`src/rtl/wbps_pkg.sv`:
```
// Package for the wildcard byte pattern search block.
// Holds shared constants, register indexes and the structs passed between modules.
// Depends on nothing; every other file in rtl uses it.

package wbps_pkg;

    // Default sizes for the top-level parameters.
    localparam int MAX_PATTERN_DEF = 8;
    localparam int OFFSET_BITS_DEF = 32;

    // Field widths fixed by the interface.
    localparam int BYTE_W       = 8;
    localparam int PATTERN_W    = 64;
    localparam int MASK_W       = 8;
    localparam int LENGTH_W     = 4;
    localparam int MATCH_OFF_W  = 32;

    // Register port geometry: 64-bit registers at byte address 8*i.
    localparam int APB_DATA_W   = 64;
    localparam int APB_ADDR_W   = 5;
    localparam int REG_IDX_W    = 2;
    localparam int REG_IDX_LSB  = 3;

    // Register indexes.
    localparam logic [REG_IDX_W-1:0] REG_PATTERN_BYTES  = 2'd0;
    localparam logic [REG_IDX_W-1:0] REG_WILDCARD_MASK  = 2'd1;
    localparam logic [REG_IDX_W-1:0] REG_PATTERN_LENGTH = 2'd2;

    // Current configuration as seen by the compare logic.
    typedef struct packed {
        logic [PATTERN_W-1:0] pattern_bytes;
        logic [MASK_W-1:0]    wildcard_mask;
        logic [LENGTH_W-1:0]  pattern_length;
    } cfg_t;

    // Outcome of one byte: whether a result is produced, and its fields.
    typedef struct packed {
        logic                   emit;
        logic                   found;
        logic [MATCH_OFF_W-1:0] match_offset;
    } result_t;

endpackage

```
`src/rtl/wbps_cfg.sv`:
```
// Configuration register file for the wildcard byte pattern search block.
// APB-style write/read port holding pattern, wildcard mask and pattern length.
// Depends on wbps_pkg.

module wbps_cfg
(
    input  logic                             clk,
    input  logic                             rst_n,
    input  logic                             psel,
    input  logic                             penable,
    input  logic                             pwrite,
    input  logic [wbps_pkg::APB_ADDR_W-1:0]  paddr,
    input  logic [wbps_pkg::APB_DATA_W-1:0]  pwdata,
    output logic [wbps_pkg::APB_DATA_W-1:0]  prdata,
    output logic                             pready,
    output wbps_pkg::cfg_t                   cfg
);

    wbps_pkg::cfg_t                    cfg_reg;
    wbps_pkg::cfg_t                    cfg_next;
    logic [wbps_pkg::REG_IDX_W-1:0]    reg_idx;
    logic                              wr_en;

    assign pready  = 1'b1;
    assign reg_idx = paddr[wbps_pkg::REG_IDX_LSB +: wbps_pkg::REG_IDX_W];
    assign wr_en   = psel && penable && pwrite;

    // Register write decode; unknown indexes are ignored.
    always_comb
    begin
        cfg_next = cfg_reg;
        if (wr_en)
        begin
            case (reg_idx)
                wbps_pkg::REG_PATTERN_BYTES:
                    cfg_next.pattern_bytes = pwdata[wbps_pkg::PATTERN_W-1:0];
                wbps_pkg::REG_WILDCARD_MASK:
                    cfg_next.wildcard_mask = pwdata[wbps_pkg::MASK_W-1:0];
                wbps_pkg::REG_PATTERN_LENGTH:
                    cfg_next.pattern_length = pwdata[wbps_pkg::LENGTH_W-1:0];
                default:
                    cfg_next = cfg_reg;
            endcase
        end
    end

    always_ff @(posedge clk or negedge rst_n)
    begin
        if (!rst_n)
        begin
            cfg_reg <= '0;
        end
        else
        begin
            cfg_reg <= cfg_next;
        end
    end

    // Read-back mux.
    always_comb
    begin
        case (reg_idx)
            wbps_pkg::REG_PATTERN_BYTES:
                prdata = wbps_pkg::APB_DATA_W'(cfg_reg.pattern_bytes);
            wbps_pkg::REG_WILDCARD_MASK:
                prdata = wbps_pkg::APB_DATA_W'(cfg_reg.wildcard_mask);
            wbps_pkg::REG_PATTERN_LENGTH:
                prdata = wbps_pkg::APB_DATA_W'(cfg_reg.pattern_length);
            default:
                prdata = '0;
        endcase
    end

    assign cfg = cfg_reg;

endmodule

```
`src/rtl/wbps_match.sv`:
```
// Window, byte counter and masked compare for the wildcard byte pattern search.
// Keeps the per-buffer state and decides the result for each byte it is stepped with.
// Depends on wbps_pkg.

module wbps_match
#(
    parameter int MAX_PATTERN = wbps_pkg::MAX_PATTERN_DEF,
    parameter int OFFSET_BITS = wbps_pkg::OFFSET_BITS_DEF
)
(
    input  logic                          clk,
    input  logic                          rst_n,
    input  logic                          step,
    input  logic [wbps_pkg::BYTE_W-1:0]   data_byte,
    input  logic                          last_byte,
    input  wbps_pkg::cfg_t                cfg,
    output wbps_pkg::result_t             result
);

    localparam int WIDE_W = (OFFSET_BITS > wbps_pkg::MATCH_OFF_W) ?
                            OFFSET_BITS : wbps_pkg::MATCH_OFF_W;

    logic [wbps_pkg::BYTE_W-1:0] window_reg   [MAX_PATTERN];
    logic [wbps_pkg::BYTE_W-1:0] window_next  [MAX_PATTERN];
    logic [wbps_pkg::BYTE_W-1:0] window_shift [MAX_PATTERN];
    logic [OFFSET_BITS-1:0]      count_reg;
    logic [OFFSET_BITS-1:0]      count_next;
    logic [OFFSET_BITS-1:0]      count_inc;
    logic                        reported_reg;
    logic                        reported_next;
    logic [MAX_PATTERN:1]        len_hit;
    logic                        hit;
    logic                        len_ok;
    logic [OFFSET_BITS-1:0]      offset;
    logic [WIDE_W-1:0]           offset_wide;

    // Shifted window and saturating count as they stand after this byte.
    always_comb
    begin
        window_shift[0] = data_byte;
        for (int i = 1; i < MAX_PATTERN; i++)
        begin
            window_shift[i] = window_reg[i-1];
        end
        count_inc = (count_reg == '1) ? count_reg : count_reg + 1'b1;
    end

    // Masked compare for every possible pattern length, newest byte last in pattern.
    always_comb
    begin
        for (int l = 1; l <= MAX_PATTERN; l++)
        begin
            len_hit[l] = 1'b1;
            for (int j = 0; j < l; j++)
            begin
                if (!cfg.wildcard_mask[j] &&
                    (window_shift[l-1-j] != cfg.pattern_bytes[8*j +: 8]))
                begin
                    len_hit[l] = 1'b0;
                end
            end
        end
    end

    // Select the configured length; zero, oversized or too few bytes never match.
    always_comb
    begin
        hit = 1'b0;
        for (int l = 1; l <= MAX_PATTERN; l++)
        begin
            if (cfg.pattern_length == wbps_pkg::LENGTH_W'(l))
            begin
                hit = len_hit[l];
            end
        end
        len_ok = (count_inc >= OFFSET_BITS'(cfg.pattern_length));
        hit    = hit && len_ok && !reported_reg;
    end

    // Start offset, clamped to the result field width.
    always_comb
    begin
        offset      = count_inc - OFFSET_BITS'(cfg.pattern_length);
        offset_wide = WIDE_W'(offset);
        result.emit  = hit || (last_byte && !reported_reg);
        result.found = hit;
        if (!hit)
        begin
            result.match_offset = '0;
        end
        else if (offset_wide > WIDE_W'({wbps_pkg::MATCH_OFF_W{1'b1}}))
        begin
            result.match_offset = '1;
        end
        else
        begin
            result.match_offset = offset_wide[wbps_pkg::MATCH_OFF_W-1:0];
        end
    end

    // State update; the final byte of a buffer clears count and match flag.
    always_comb
    begin
        window_next   = window_reg;
        count_next    = count_reg;
        reported_next = reported_reg;
        if (step)
        begin
            if (!reported_reg)
            begin
                window_next   = window_shift;
                count_next    = count_inc;
                reported_next = hit;
            end
            if (last_byte)
            begin
                count_next    = '0;
                reported_next = 1'b0;
            end
        end
    end

    // Window bytes are only read once the count covers them, so they need no reset.
    always_ff @(posedge clk)
    begin
        window_reg <= window_next;
    end

    always_ff @(posedge clk or negedge rst_n)
    begin
        if (!rst_n)
        begin
            count_reg    <= '0;
            reported_reg <= 1'b0;
        end
        else
        begin
            count_reg    <= count_next;
            reported_reg <= reported_next;
        end
    end

endmodule

```
`src/rtl/wildcard_byte_pattern_search.sv`:
```
// Wildcard byte pattern search, top level.
// A byte is held in the input register, and its result is then registered in the output register.
// Throughput: one byte per cycle, limited only by the output stall.
// The input register holds one byte while a result waits in the output register.
// Reset clears configuration, byte count, match flag and both valid flags.
// Depends on wbps_pkg, wbps_cfg and wbps_match.

module wildcard_byte_pattern_search
#(
    parameter int MAX_PATTERN = wbps_pkg::MAX_PATTERN_DEF,
    parameter int OFFSET_BITS = wbps_pkg::OFFSET_BITS_DEF
)
(
    input  logic                                clk,
    input  logic                                rst_n,
    // Configuration port.
    input  logic                                psel,
    input  logic                                penable,
    input  logic                                pwrite,
    input  logic [wbps_pkg::APB_ADDR_W-1:0]     paddr,
    input  logic [wbps_pkg::APB_DATA_W-1:0]     pwdata,
    output logic [wbps_pkg::APB_DATA_W-1:0]     prdata,
    output logic                                pready,
    // Byte stream in.
    input  logic                                in_valid,
    output logic                                in_stall,
    input  logic [wbps_pkg::BYTE_W-1:0]         data_byte,
    input  logic                                last_byte,
    // Results out.
    output logic                                out_valid,
    input  logic                                out_stall,
    output logic                                found,
    output logic [wbps_pkg::MATCH_OFF_W-1:0]    match_offset
);

    wbps_pkg::cfg_t                     cfg;
    wbps_pkg::result_t                  result;

    logic                               s1_valid_reg;
    logic                               s1_valid_next;
    logic [wbps_pkg::BYTE_W-1:0]        s1_byte_reg;
    logic                               s1_last_reg;
    logic                               out_valid_reg;
    logic                               out_valid_next;
    logic                               out_found_reg;
    logic [wbps_pkg::MATCH_OFF_W-1:0]   out_offset_reg;
    logic                               out_free;
    logic                               step;
    logic                               in_xfer;

    // Register file.
    wbps_cfg u_cfg
    (
        .clk     (clk),
        .rst_n   (rst_n),
        .psel    (psel),
        .penable (penable),
        .pwrite  (pwrite),
        .paddr   (paddr),
        .pwdata  (pwdata),
        .prdata  (prdata),
        .pready  (pready),
        .cfg     (cfg)
    );

    // Handshake: the held byte is processed when the output register can take a result.
    assign out_free = !out_valid_reg || !out_stall;
    assign step     = s1_valid_reg && out_free;
    assign in_stall = s1_valid_reg && !out_free;
    assign in_xfer  = in_valid && !in_stall;

    // Input register.
    always_comb
    begin
        s1_valid_next = s1_valid_reg;
        if (in_xfer)
        begin
            s1_valid_next = 1'b1;
        end
        else if (step)
        begin
            s1_valid_next = 1'b0;
        end
    end

    always_ff @(posedge clk or negedge rst_n)
    begin
        if (!rst_n)
        begin
            s1_valid_reg <= 1'b0;
        end
        else
        begin
            s1_valid_reg <= s1_valid_next;
        end
    end

    always_ff @(posedge clk)
    begin
        if (in_xfer)
        begin
            s1_byte_reg <= data_byte;
            s1_last_reg <= last_byte;
        end
    end

    // Window, counter and compare.
    wbps_match
    #(
        .MAX_PATTERN (MAX_PATTERN),
        .OFFSET_BITS (OFFSET_BITS)
    )
    u_match
    (
        .clk       (clk),
        .rst_n     (rst_n),
        .step      (step),
        .data_byte (s1_byte_reg),
        .last_byte (s1_last_reg),
        .cfg       (cfg),
        .result    (result)
    );

    // Output register.
    always_comb
    begin
        out_valid_next = out_valid_reg;
        if (step && result.emit)
        begin
            out_valid_next = 1'b1;
        end
        else if (out_valid_reg && !out_stall)
        begin
            out_valid_next = 1'b0;
        end
    end

    always_ff @(posedge clk or negedge rst_n)
    begin
        if (!rst_n)
        begin
            out_valid_reg <= 1'b0;
        end
        else
        begin
            out_valid_reg <= out_valid_next;
        end
    end

    always_ff @(posedge clk)
    begin
        if (step && result.emit)
        begin
            out_found_reg  <= result.found;
            out_offset_reg <= result.match_offset;
        end
    end

    assign out_valid    = out_valid_reg;
    assign found        = out_found_reg;
    assign match_offset = out_offset_reg;

endmodule

```
`config.mk`:
```
export PLATFORM = sky130hd
export DESIGN_NAME = wildcard_byte_pattern_search
export DESIGN_NICKNAME = d
export VERILOG_FILES = /design/src/rtl/wbps_pkg.sv /design/src/rtl/wbps_cfg.sv /design/src/rtl/wbps_match.sv /design/src/rtl/wildcard_byte_pattern_search.sv
export SDC_FILE = /design/constraint.sdc
export NUM_CORES = 1
export LEC_CHECK = 0
export ABC_AREA = 1
export CELL_PAD_IN_SITES_DETAIL_PLACEMENT = 0
export CELL_PAD_IN_SITES_GLOBAL_PLACEMENT = 1
export CORE_UTILIZATION = 35
export CTS_CLUSTER_SIZE = 24
export DETAILED_ROUTE_END_ITERATION = 8
export DONT_BUFFER_PORTS = 1
export PLACE_DENSITY = 0.75
export SETUP_SLACK_MARGIN = 0.5
export SKIP_LAST_GASP = 1
export SLEW_MARGIN = 20
export SYNTH_ARGS = -nofsm -noshare
export SYNTH_HDL_FRONTEND = slang
export SYNTH_HIERARCHICAL = 1
export SYNTH_SLANG_ARGS = --single-unit
```
`constraint.sdc`:
```
create_clock -name clk -period 10.1 [get_ports clk]
set_clock_uncertainty 0.1 [all_clocks]
set_input_delay 1.01 -clock clk [delete_from_list [all_inputs] [get_ports clk]]
set_output_delay 1.01 -clock clk [all_outputs]
set_load 0.01 [all_outputs]
```
; Yosys cells after proc, flatten, opt, wreduce, memory -nomap -nowiden
; Cells that the tools add are included.
[word_totals]
in_bits = 85
register_bits = 209
elab_cells = 195
out_inout_bits = 100
[op_classes]
reduce_logical = 69
n_lt_le_gt_ge = 2
mux = 55
add_sub_neg = 2
eq_ne = 48
bitwise_logic = 1
[ops]
columns = op, count
row1 = inequality test 8 bit, 36
row2 = one-hot mux 64 bit (3 select lines), 1
row3 = two-way mux 32 bit, 4
row4 = two-way mux 1 bit, 50
row5 = logical AND 1 bit, 46
row6 = "adder 32 x 1 -> 32 bit, second input constant", 1
row7 = "equality test 32 bit, second input constant", 1
row8 = greater-or-equal comparator 32 x 4 -> 1 bit, 1
row9 = "> comparator 32 bit, second input constant", 1
row10 = subtractor 32 x 4 -> 32 bit, 1
row11 = "equality test 4 x 3 -> 1 bit, second input constant", 4
row12 = zero test 1 bit, 13
row13 = AND reduction 2 bit, 5
row14 = "equality test 4 x 2 -> 1 bit, second input constant", 2
row15 = "equality test 4 x 1 -> 1 bit, second input constant", 1
row16 = "equality test 4 bit, second input constant", 1
row17 = nonzero test 2 bit, 2
row18 = "equality test 2 x 1 -> 1 bit, second input constant", 1
row19 = "equality test 2 bit, second input constant", 1
row20 = zero test 2 bit, 1
row21 = logical OR 1 bit, 2
row22 = "inequality test 2 bit, second input constant", 1
row23 = inverter 1 bit, 1

; Depth between registers and ports, before layout
[logic_depth]
depth_word = 16
ltp_mapped = 25
mapped_depth_nobuf = 24

; By module
; The synthesis kept the hierarchy.
[modules_own_cells]
columns = module, area_each_um2, cells_each, n_inst
row1 = wbps_match, 9669.3, 1496, 1
row2 = wbps_cfg, 3503.4, 482, 1
row3 = wildcard_byte_pattern_search, 1362.6, 57, 1

; Worst setup path before layout
; Ideal clock, no wire load.
[synth_timing]
path_type = register -> register
from = register u_match.count_reg[0]
to = register out_found_reg, in the netlist found (enable)
stages_incl_launch_ff = 26
arrival_time_ps = 4700
period_less_slack_ps = 5223
setup_slack_ps = 4877
cell_sequence = dfrtp_1 -> ha_1 -> inv_2 -> nor2_4 -> nand2_4 -> nor2_8 -> nand2_4 -> buf_8 -> buf_6 -> buf_2 -> xor2_1 -> inv_1 -> ha_1 -> inv_1 -> fa_1 -> a31oi_1 -> nand4_1 -> nor2_2 -> nand3_2 -> nor2_4 -> nand2_4 -> nand3_4 -> buf_12 -> nand2_4 -> inv_1 -> nor2_1
[synth_lines]
columns = item, line_no
row1 = start: declaration, wbps_match.sv:26  ; logic [OFFSET_BITS-1:0] count_reg;
row2 = start signal: assignment, wbps_match.sv:138  ; count_reg <= count_next;
row3 = end signal: assignment, wildcard_byte_pattern_search.sv:154  ; out_found_reg <= result.found;
row4 = end: declaration, wildcard_byte_pattern_search.sv:45  ; logic out_found_reg;

==> flow_summary.json <==
{
  "grt_usage": 0.230,
  "ff2ff_path_depth": 19,
  "drt_iter0_markers": 1209,
  "cts_buffers": 27,
  "hpwl_mm": 36.2,
  "ys.flop_type": "dfrtp_1",
  "p_per_area_mw_per_mm2": 212,
  "setup_viol": 0,
  "vias": 12800,
  "dieArea_mm2": 0.0423,
  "synth.most_common_cell": "nand2_1",
  "cts.path.max_buffers": 3,
  "syn_inst": 2035,
  "yosys_warnings": 6,
  "synth_commonest_cells": "778 x nand2_1, 221 x inv_1, 196 x nor2_1, 125 x xnor2_1, 111 x dfrtp_1",
  "largest_reg_flops": 76,
  "critPathLaunchType": "register",
  "grt_max_degree": 112,
  "synth-edff-count": 98,
  "grt_pass1_vias": 12100,
  "cts_root_buf": "clkbuf_16",
  "r2r_start": "u_match/count_reg[0]$_DFFE_PN0P_",
  "switching_share": 0.397,
  "postCtsResizedCells": 0,
  "post_cts_buffers": 0,
  "async_reset_ff_frac": 0.531,
  "die_h_um": 206,
  "synth_top_area_cell": "edfxtp_1",
  "cts_hold_buffers": 0,
  "fmax_mhz": 182,
  "hold_viol": 0,
  "wl_per_cell_um": 19.1,
  "grt_pass1_wl_mm": 73.1,
  "fp-row-count": 74,
  "synth_fp_nets": 2126,
  "worstMarginPinSlew_ps": 1110,
  "clock-sinks": 209,
  "maxSlewHeadroom": 0.256,
  "combPwrFrac": 0.299,
  "p_clk_frac": 0.280,
  "num_io_pins": 185,
  "cap_viol_max_count": 0,
  "cp.required_ps": 10160,
  "end_kind": "register",
  "routabilityCongestion": 0.951,
  "fillers": 4371,
  "critPathLaunch": "u_match/count_reg[0]$_DFFE_PN0P_",
  "cts_tree": "done",
  "drv_slew": 0,
  "ys_ff_latch": 209,
  "clkTransAtPathRegs_ps": 60,
  "post-route-period-util": 0.543,
  "min_path_type": "input port to async pin",
  "coreArea_mm2": 0.0409,
  "leakagePower_nw": 7.22,
  "drcViolationCount": 0,
  "finish.net_count": 2067,
  "layout-drive-gt1-share": 0.0686,
  "setup-tns-final_ps": 0,
  "port_buffers": 0,
  "syn2layout_area_growth_pct": 7.23,
  "final_antenna_net_count": 0,
  "synth_top_area_share": 0.202,
  "fin_util": 0.381,
  "grt-ovfl-total": 0,
  "start_util": 0.355,
  "diodes": 0,
  "critPathMaxFanout": 46,
  "vias_per_cell": 5.06,
  "h-tree-depth": 1,
  "yosys-top-cells-area": "edfxtp_1 20%, nand2_1 20%, dfrtp_1 19%",
  "rsz0062_at_grt": "false",
  "p_seq_frac": 0.421,
  "worstSkewPairLatency_ps": 540,
  "die_width_um": 206,
  "p_sw_mw": 1.31,
  "status": "complete, no violations",
  "first_pass_iters": 5,
  "cp.arrival_ps": 5550,
  "drt_wl_total_mm": 48.4,
  "cellInternalPower_mw": 1.99,
  "seq_area_frac_synth": 0.394,
  "synth_area_mm2": 0.0145,
  "fin_crit_ps": 5490,
  "worstSetupPathType": "register to register",
  "syn-mean-instance-area_um2": 7.14,
  "antenna_found_initial": 0,
  "ir_drop_mv": 0.112,
  "synth.distinct_cells": 45
}
stage by stage:
stage | hold WS (ps) | power, mW | setup slack (ps) | cells | area, µm²
2_1_floorplan | 321 | 2.08 | 4880 | 2035 | 14500
6_report | 64.2 | 3.30 | 4610 | 2528 | 15600
4_1_cts | 42.0 | 3.32 | 4600 | 2528 | 15600
3_5_place_dp | 366 | 2.39 | 4640 | 2479 | 14700
5_1_grt | 38.4 | 3.51 | 4280 | 2528 | 15600
3_3_place_gp | 365 | 2.36 | 4630 | 2479 | 14700
placed cells by master, fill, tap and decap left out, drive strengths merged, types with 12 or more instances in the layout:
cell type / count
clkbuf: 31
clkinv: 14
dfrtp: 111
edfxtp: 98
inv: 234
nand2: 795
nand3: 117
nand4: 46
nor2: 234
nor3: 34
o21ai: 25
o22ai: 17
or2: 12
xnor2: 125
xor2: 63
per-layer routing:
layer / GRT usage / vias up / share of wire
li1: - / 6169 / -
met1: 0.348 / 6090 / 0.48
met2: 0.344 / 486 / 0.43
met3: 0.0277 / 49 / 0.073
met4: 0.0538 / 0 / 0.017
met5: 0 / - / 0
worst paths after layout:
kind / endpoint / slack (ps)
max in group asynchronous: u_match/count_reg[20]$_DFFE_PN0P_ / 9670
min in group clk: u_match/window_reg[8]$_DFFE_PP_ / 390
min: u_cfg/cfg[8]$_DFFE_PN0P_ / 60
min reg2reg: u_match/window_reg[8]$_DFFE_PP_ / 390
max reg2reg: match_offset[11]$_DFFE_PP_ / 4610
max: match_offset[11]$_DFFE_PP_ / 4610
cell type report:
class	count	area, µm²	share of cell area
Clock inverter	18	145	0.00931
Inverter	233	876	0.0562
Tap cell	532	666	0.0427
Timing Repair Buffer	6	45.0	0.00289
Sequential cell	209	5720	0.367
Multi-Input combinational cell	1499	7440	0.478
Clock buffer	31	691	0.0443
cells by family after synthesis:
kind of cell,Yosys count,synth area share
AO/OA/AOI/OAI,60,0.0244
XOR/XNOR,188,0.115
adder cells (fa/ha/maj),6,0.00568
buffers and inverters,327,0.0952
flip-flops,209,0.394
other,1,0.000258
AND/OR/NAND/NOR,1244,0.366
critical path: stages, from the launching register on:
cell and delay (ps):
dfrtp_1 490, ha_1 350, inv_2 130, nor2_4 80, nand2_4 130, nor2_8 60, nand2_4 380, inv_1 290
or2_2 340, o21ai_0 110, inv_1 130, ha_1 300, nand2_1 70, nor4_1 540, nor2_2 110, nand2_4 100
nand3_4 380, nand2_4 150, inv_1 80, nor2_4 730
power by group through the flow:
stage	sequential [mW]	combinational, mW	clock [mW]
final	1.39	0.989	0.925
after global routing	1.42	1.11	0.982
after CTS	1.39	0.988	0.947
after detailed placement	1.40	0.982	0
after global placement	1.40	0.964	0
after floorplan	1.19	0.889	0
Power figures use the tool's default switching activity.
